$ cat src/design/tpcc_pkg.sv
// shared constants and stage types for the two-point circle core
package tpcc_pkg;

  localparam int unsigned COORD_BITS = 12;
  localparam int unsigned RAD_BITS   = 2 * COORD_BITS;
  localparam int unsigned REM_BITS   = COORD_BITS + 2;
  localparam int unsigned ROOT_STEPS = COORD_BITS;

  typedef logic [COORD_BITS-1:0] coord_t;
  typedef logic [RAD_BITS-1:0]   rad_t;
  typedef logic [REM_BITS-1:0]   rem_t;

  typedef struct packed {
    logic   valid;
    coord_t cx;
    coord_t cy;
    rad_t   rad;
    rem_t   rem;
    coord_t root;
  } cell_t;

endpackage

$ cat src/design/two_point_circle_center_radius_core.sv
// top level of the two-point circle center and radius core
// usage:
// - input channel: first_x_i, first_y_i, second_x_i, second_y_i with
//   in_valid_i / in_stall_o; a transfer happens when valid is high and
//   stall is low
// - output channel: center_x_o, center_y_o, circle_radius_o with
//   out_valid_o / out_stall_i; one result per input transfer, in order
// - each item passes through three front stages (center and differences,
//   squares, sum), then through one root cell per result bit
// - throughput is one transfer per cycle unless a valid result is stalled;
//   the front stages and root cells together hold up to 3 + COORD_BITS items
// - when the receiver stalls a valid result, the whole pipeline holds and
//   in_stall_o rises in the same cycle; a stall with no valid result
//   does not hold anything
// - reset clears all valid flags; there is no other state to clear
module two_point_circle_center_radius_core (
  input  logic             clk_i,
  input  logic             rst_ni,
  input  logic             in_valid_i,
  output logic             in_stall_o,
  input  tpcc_pkg::coord_t first_x_i,
  input  tpcc_pkg::coord_t first_y_i,
  input  tpcc_pkg::coord_t second_x_i,
  input  tpcc_pkg::coord_t second_y_i,
  output logic             out_valid_o,
  input  logic             out_stall_i,
  output tpcc_pkg::coord_t center_x_o,
  output tpcc_pkg::coord_t center_y_o,
  output tpcc_pkg::coord_t circle_radius_o
);
  import tpcc_pkg::*;

  cell_t chain [ROOT_STEPS+1];
  logic  en;

  assign en         = !(chain[ROOT_STEPS].valid && out_stall_i);
  assign in_stall_o = !en;

  tpcc_prep u_prep (
    .clk_i      (clk_i),
    .rst_ni     (rst_ni),
    .en_i       (en),
    .valid_i    (in_valid_i),
    .first_x_i  (first_x_i),
    .first_y_i  (first_y_i),
    .second_x_i (second_x_i),
    .second_y_i (second_y_i),
    .cell_o     (chain[0])
  );

  for (genvar i = 0; i < ROOT_STEPS; i++) begin : g_cell
    tpcc_root_cell u_cell (
      .clk_i  (clk_i),
      .rst_ni (rst_ni),
      .en_i   (en),
      .cell_i (chain[i]),
      .cell_o (chain[i+1])
    );
  end

  assign out_valid_o     = chain[ROOT_STEPS].valid;
  assign center_x_o      = chain[ROOT_STEPS].cx;
  assign center_y_o      = chain[ROOT_STEPS].cy;
  assign circle_radius_o = chain[ROOT_STEPS].root;

endmodule

$ cat src/design/tpcc_prep.sv
// front stages: center, absolute differences, squares and radicand
module tpcc_prep (
  input  logic            clk_i,
  input  logic            rst_ni,
  input  logic            en_i,
  input  logic            valid_i,
  input  tpcc_pkg::coord_t first_x_i,
  input  tpcc_pkg::coord_t first_y_i,
  input  tpcc_pkg::coord_t second_x_i,
  input  tpcc_pkg::coord_t second_y_i,
  output tpcc_pkg::cell_t  cell_o
);
  import tpcc_pkg::*;

  logic [COORD_BITS:0] sum_x, sum_y;
  coord_t cx_d, cy_d, dx_d, dy_d;
  coord_t cx1_q, cy1_q, dx1_q, dy1_q;
  coord_t cx2_q, cy2_q;
  rad_t   sqx_d, sqy_d, sqx_q, sqy_q;
  logic [RAD_BITS:0] rad_sum;
  rad_t   rad_d;
  logic   v1_q, v2_q, v3_q;
  coord_t cx3_q, cy3_q;
  rad_t   rad_q;

  assign sum_x = {1'b0, first_x_i} + {1'b0, second_x_i};
  assign sum_y = {1'b0, first_y_i} + {1'b0, second_y_i};
  assign cx_d  = sum_x[COORD_BITS:1];
  assign cy_d  = sum_y[COORD_BITS:1];
  assign dx_d  = (first_x_i >= cx_d) ? (first_x_i - cx_d) : (cx_d - first_x_i);
  assign dy_d  = (first_y_i >= cy_d) ? (first_y_i - cy_d) : (cy_d - first_y_i);

  assign sqx_d = RAD_BITS'(dx1_q) * RAD_BITS'(dx1_q);
  assign sqy_d = RAD_BITS'(dy1_q) * RAD_BITS'(dy1_q);

  assign rad_sum = {1'b0, sqx_q} + {1'b0, sqy_q};
  assign rad_d   = rad_sum[RAD_BITS-1:0];

  always_ff @(posedge clk_i or negedge rst_ni) begin
    if (!rst_ni) begin
      v1_q <= 1'b0;
      v2_q <= 1'b0;
      v3_q <= 1'b0;
    end else if (en_i) begin
      v1_q <= valid_i;
      v2_q <= v1_q;
      v3_q <= v2_q;
    end
  end

  always_ff @(posedge clk_i) begin
    if (en_i) begin
      cx1_q <= cx_d;
      cy1_q <= cy_d;
      dx1_q <= dx_d;
      dy1_q <= dy_d;
      cx2_q <= cx1_q;
      cy2_q <= cy1_q;
      sqx_q <= sqx_d;
      sqy_q <= sqy_d;
      cx3_q <= cx2_q;
      cy3_q <= cy2_q;
      rad_q <= rad_d;
    end
  end

  always_comb begin
    cell_o       = '0;
    cell_o.valid = v3_q;
    cell_o.cx    = cx3_q;
    cell_o.cy    = cy3_q;
    cell_o.rad   = rad_q;
  end

endmodule

$ cat src/design/tpcc_root_cell.sv
// one digit step of the square root chain
module tpcc_root_cell (
  input  logic            clk_i,
  input  logic            rst_ni,
  input  logic            en_i,
  input  tpcc_pkg::cell_t  cell_i,
  output tpcc_pkg::cell_t  cell_o
);
  import tpcc_pkg::*;

  rem_t   rem_sh, trial;
  logic   take;
  cell_t  next_d;
  logic   valid_q;
  cell_t  data_q;

  assign rem_sh = {cell_i.rem[REM_BITS-3:0], cell_i.rad[RAD_BITS-1 -: 2]};
  assign trial  = {cell_i.root, 2'b01};
  assign take   = (rem_sh >= trial);

  always_comb begin
    next_d       = cell_i;
    next_d.rad   = {cell_i.rad[RAD_BITS-3:0], 2'b00};
    next_d.rem   = take ? (rem_sh - trial) : rem_sh;
    next_d.root  = {cell_i.root[COORD_BITS-2:0], take};
  end

  always_ff @(posedge clk_i or negedge rst_ni) begin
    if (!rst_ni) begin
      valid_q <= 1'b0;
    end else if (en_i) begin
      valid_q <= cell_i.valid;
    end
  end

  always_ff @(posedge clk_i) begin
    if (en_i) begin
      data_q <= next_d;
    end
  end

  always_comb begin
    cell_o       = data_q;
    cell_o.valid = valid_q;
  end

endmodule

$ cat config.mk
export PLATFORM = sky130hd
export DESIGN_NAME = two_point_circle_center_radius_core
export DESIGN_NICKNAME = d
export VERILOG_FILES = /design/src/design/tpcc_pkg.sv /design/src/design/two_point_circle_center_radius_core.sv /design/src/design/tpcc_prep.sv /design/src/design/tpcc_root_cell.sv
export SDC_FILE = /design/constraint.sdc
export NUM_CORES = 2
export LEC_CHECK = 0
export ABC_CLOCK_PERIOD_IN_PS = 26500
export BUFFER_PORTS_ARGS = -buffer_cell sky130_fd_sc_hd__buf_2
export CORE_MARGIN = 5
export CORE_UTILIZATION = 30
export DETAILED_ROUTE_END_ITERATION = 12
export HOLD_SLACK_MARGIN = 0.08
export PLACE_DENSITY_LB_ADDON = 0.25
export SLEW_MARGIN = 20
export SYNTH_ARGS = -nofsm -noshare
export SYNTH_HDL_FRONTEND = slang
export SYNTH_SLANG_ARGS = --single-unit
$ cat constraint.sdc
create_clock -name clk_i -period 26.5 [get_ports clk_i]
set_input_delay 0 -clock clk_i [delete_from_list [all_inputs] [get_ports clk_i]]
set_output_delay 0 -clock clk_i [all_outputs]
set_load 0.05 [all_outputs]
==> key figures <==
Clock tree
  – Clock Tree Buf Depth: 3
  – CTS H-tree depth: 3
  – CTS tree: done
  – CTS Buf Count: 88
  – Clock slew at reported path FFs: 0.06 ns
  – Clock Latency Late Sink: 0.68 ns
  – CTS Root Cell: clkbuf_16
  – Clock sink count: 800

Global route
  – Total grt overflow: 0
  – First-pass GRT wire length: 111.2 mm
  – Initial antenna violation count: 0
  – Total GRT Usage: 9.117%
  – Number of global-route vias before repair: 22.94k
  – Pin count of the biggest net entering global routing: 182

Hold path
  – WHS Path Cells: 5
  – Type of the most critical hold path: input pin to register
  – Hold Path End: u_prep.dx1_q[0]
  – Hold path startpoint: second_x_i[0]

Timing
  – Worst Clk Skew: ~0.025 ns
  – Least-Margin Pin Slew: 1.053 ns
  – Fmax: 175.4 MHz
  – Fin. max-slew vios: 0
  – RSZ-0062 raised after global routing: no
  – Slew margin rel.: approximately 30%
  – Setup TNS: 0 ns
  – Setup violators final: 0
  – Period utilization: a little over a fifth
  – Final Hold Vio Count: 0
  – Fin crit period: 5.701 ns

Worst setup path
  – Crit. End Element: register
  – FF-to-FF setup slack: 20.80 ns
  – Critical path type: register to register
  – Max FO, Critical Path: 13
  – CP Launch Type: register
  – Req. time, crit path: 26.91 ns
  – Worst r2r src: u_prep.dx1_q[7]
  – Arr. time, crit path: 6.11 ns
  – Worst Reg2Reg Path Length in Cells: 18
  – R2R Path End: u_prep.sqx_q[23]

Die
  – Initial core utilization: 30.18%
  – Ports: 90
  – DIE AREA: ~150000 um^2
  – Die Y: 381.9 um
  – Core area: between 100000 and 150000 um^2
  – Die W: 381.9 um
  – Row count: 136

Final layout
  – Fin util: 34.73%
  – Final Cell Area: about 48000 um^2
  – Share of cells above drive strength 1: 9.852%
  – Antenna cells: 0
  – Layout area overhead: 15.08%
  – Final #Nets: between 3k and 4k
  – Non-Filler Instances: 5164

Routing
  – WL met3: 2.294 mm
  – Routed WL: between 60 and 70 mm
  – Drt first pass iters: 4
  – Met2 WL post-DR: 34.38 mm
  – Highest routed metal layer: met4
  – Iter 0 DRT Violations: 1001
  – Drt via density: ~4.3
  – Vias: 22.41k
  – M1 WL: 27.83 mm
  – Final ANT Viol Nets: 0
  – Drt drc: 0
  – Wire per inst: 12.85 um

Logic synthesis
  – Synth cell types: 91
  – Post-synthesis sequential area ratio: 57.71%
  – Post-Synthesis Cells: 3097
  – Post-synth top flop: edfxtp_1
  – EDFF count, synth: roughly 790
  – Ys async rst share: under 10%
  – Post-Syn Nets: 3612
  – Syn Area/Cell: 13.40 um^2
  – Yosys reg bits: 800
  – Yosys Warn Count: 0
  – Mapped Area: 41490 um^2

Placed design
  – GPL Wtd Cong: 0.7948
  – Inst Count DP: roughly 5k
  – Placed Instance Area: 43790 um^2
  – Hpwl dp: 45.58 mm
  – Port Buf Inserts: 89

Run
  – Max-cap violations: 0

Outcome
  – Outcome: finished, final reports clean
-- through the flow --
| step | hold slack [ns] | setup slack, ns |
|---|---|---|
| floorplan | -0.2956 | 12.49 |
| global placement | -0.08330 | 20.88 |
| detailed placement | -0.07749 | 20.80 |
| CTS | 0.1248 | 20.77 |
| global route | 0.1964 | 20.45 |
| finish | 0.1887 | 20.80 |
-- cells by family (layout without fill, tap and decap cells) --
group	Yosys count	count (layout)	share of synthesized area [%]
AO/OA/AOI/OAI	453	453	7.249
XOR/XNOR	169	169	3.567
adder cells (fa/ha/maj)	463	463	17.06
buffers and inverters	560	833	5.494
flip-flops	800	800	57.71
multiplexers	60	60	1.619
other	1	1	0.009038
AND/OR/NAND/NOR	591	591	7.291
-- worst max-delay path by stage --
| stage | to | slack [ns] | depth (start not counted) | from |
|---|---|---|---|---|
| floorplan | in_stall_o | 12.49 | 3 | g_cell[11].u_cell.valid_q |
| global placement | u_prep.sqx_q[20] | 20.88 | 18 | u_prep.dx1_q[2] |
| detailed placement | u_prep.sqx_q[23] | 20.80 | 18 | u_prep.dx1_q[7] |
| CTS | u_prep.sqx_q[23] | 20.77 | 18 | u_prep.dx1_q[9] |
| global route | u_prep.sqx_q[23] | 20.45 | 19 | u_prep.dx1_q[7] |
| finish | u_prep.sqx_q[23] | 20.80 | 18 | u_prep.dx1_q[7] |
-- worst max-delay path: stages, from the launching register on --
cell and delay (ns):
edfxtp_1 0.59, and2_1 0.29, fa_1 0.47, fa_1 0.55, inv_1 0.05, fa_1 0.47
inv_1 0.06, fa_1 0.53, inv_1 0.05, fa_1 0.53, inv_1 0.04, ha_1 0.29
o21ai_0 0.12, a21oi_1 0.16, o21ai_1 0.15, o41ai_1 0.57, o41ai_2 0.17, o21ai_0 0.25
xnor2_1 0.10
-- area by class of cell --
type / instances / area, um^2
clock buffer: 110 / 2347
clock inverter: 55 / 645.6
fill: 13360 / 89740
inverter: 475 / 1783
multi-input combinational: 1737 / 15270
sequential: 800 / 23950
tap: 1794 / 2245
timing repair buffer: 193 / 1508
-- synth_stat cells, types with 4 or more instances --
| cell | count | share of area (%) |
|---|---|---|
| mux2_2 | 45 | 1.2 |
| xnor2_1 | 116 | 2.4 |
| edfxtp_1 | 785 | 57 |
| nand3_1 | 32 | 0.39 |
| o211ai_1 | 14 | 0.25 |
| buf_2 | 11 | 0.13 |
| mux2i_1 | 12 | 0.29 |
| o21bai_1 | 11 | 0.20 |
| o21ai_2 | 4 | 0.084 |
| buf_4 | 37 | 0.67 |
| nand3b_1 | 7 | 0.13 |
| nand2_1 | 118 | 1.1 |
| o21ai_1 | 9 | 0.11 |
| clkbuf_1 | 32 | 0.29 |
| nor4_1 | 11 | 0.17 |
| nand2b_1 | 20 | 0.30 |
| or2_2 | 12 | 0.18 |
| a21oi_1 | 126 | 1.5 |
| nor2b_1 | 30 | 0.45 |
| or4_1 | 5 | 0.090 |
| xor2_1 | 53 | 1.1 |
| and3_1 | 14 | 0.21 |
| nand4b_1 | 5 | 0.11 |
| a211oi_1 | 16 | 0.29 |
| nand4_1 | 20 | 0.30 |
| o311ai_0 | 4 | 0.084 |
| fa_1 | 171 | 8.3 |
| o31ai_1 | 21 | 0.38 |
| inv_1 | 473 | 4.3 |
| a21o_1 | 49 | 0.89 |
| dfrtp_1 | 15 | 0.90 |
| a31oi_1 | 9 | 0.14 |
| or3_1 | 15 | 0.23 |
| nor2_1 | 139 | 1.3 |
| a211o_1 | 6 | 0.13 |
| o21ai_0 | 75 | 0.90 |
| o21a_1 | 47 | 0.85 |
| a21boi_0 | 15 | 0.27 |
| a31o_2 | 6 | 0.13 |
| and2_1 | 96 | 1.4 |
| ha_1 | 292 | 8.8 |
| nor3_1 | 52 | 0.63 |
-- sequential cells by signal, indices dropped and copies added, names as in the netlist, 23 cells and up --
signal / flops
u_prep.sqy_q: 23
u_prep.sqx_q: 23
g_cell.u_cell.cell_o: 619
u_prep.rad_q: 24
-- routing by layer --
layer	vias up	global-route usage, %
li1	11240	-
met1	10840	10.52
met2	219	16.57
met3	112	1.835
met4	0	3.581
met5	-	0
-- repair_timing --
item / CTS / global route
hold buffers: 96 / 0
buffers inserted: 0 / 0
hold endpoints to repair: 65 / 0
resized for setup: 0 / 0
-- cell usage in the layout, fill, tap and decap left out, types with 20 or more instances in the layout --
| cell type | n |
|---|---|
| a21o_1 | 49 |
| a21oi_1 | 126 |
| and2_1 | 96 |
| buf_2 | 89 |
| clkbuf_16 | 90 |
| clkinv_2 | 22 |
| dlygate4sd3_1 | 96 |
| edfxtp_1 | 785 |
| fa_1 | 171 |
| ha_1 | 292 |
| inv_1 | 473 |
| mux2_2 | 45 |
| nand2_1 | 117 |
| nand2b_1 | 20 |
| nand3_1 | 32 |
| nand4_1 | 20 |
| nor2_1 | 139 |
| nor2b_1 | 30 |
| nor3_1 | 52 |
| o21a_1 | 47 |
| o21ai_0 | 75 |
| o31ai_1 | 21 |
| xnor2_1 | 116 |
| xor2_1 | 53 |
Power is left out: the tool's default activity adds up to more than one toggle a clock period on the data nets, which glitch-free logic cannot reach.
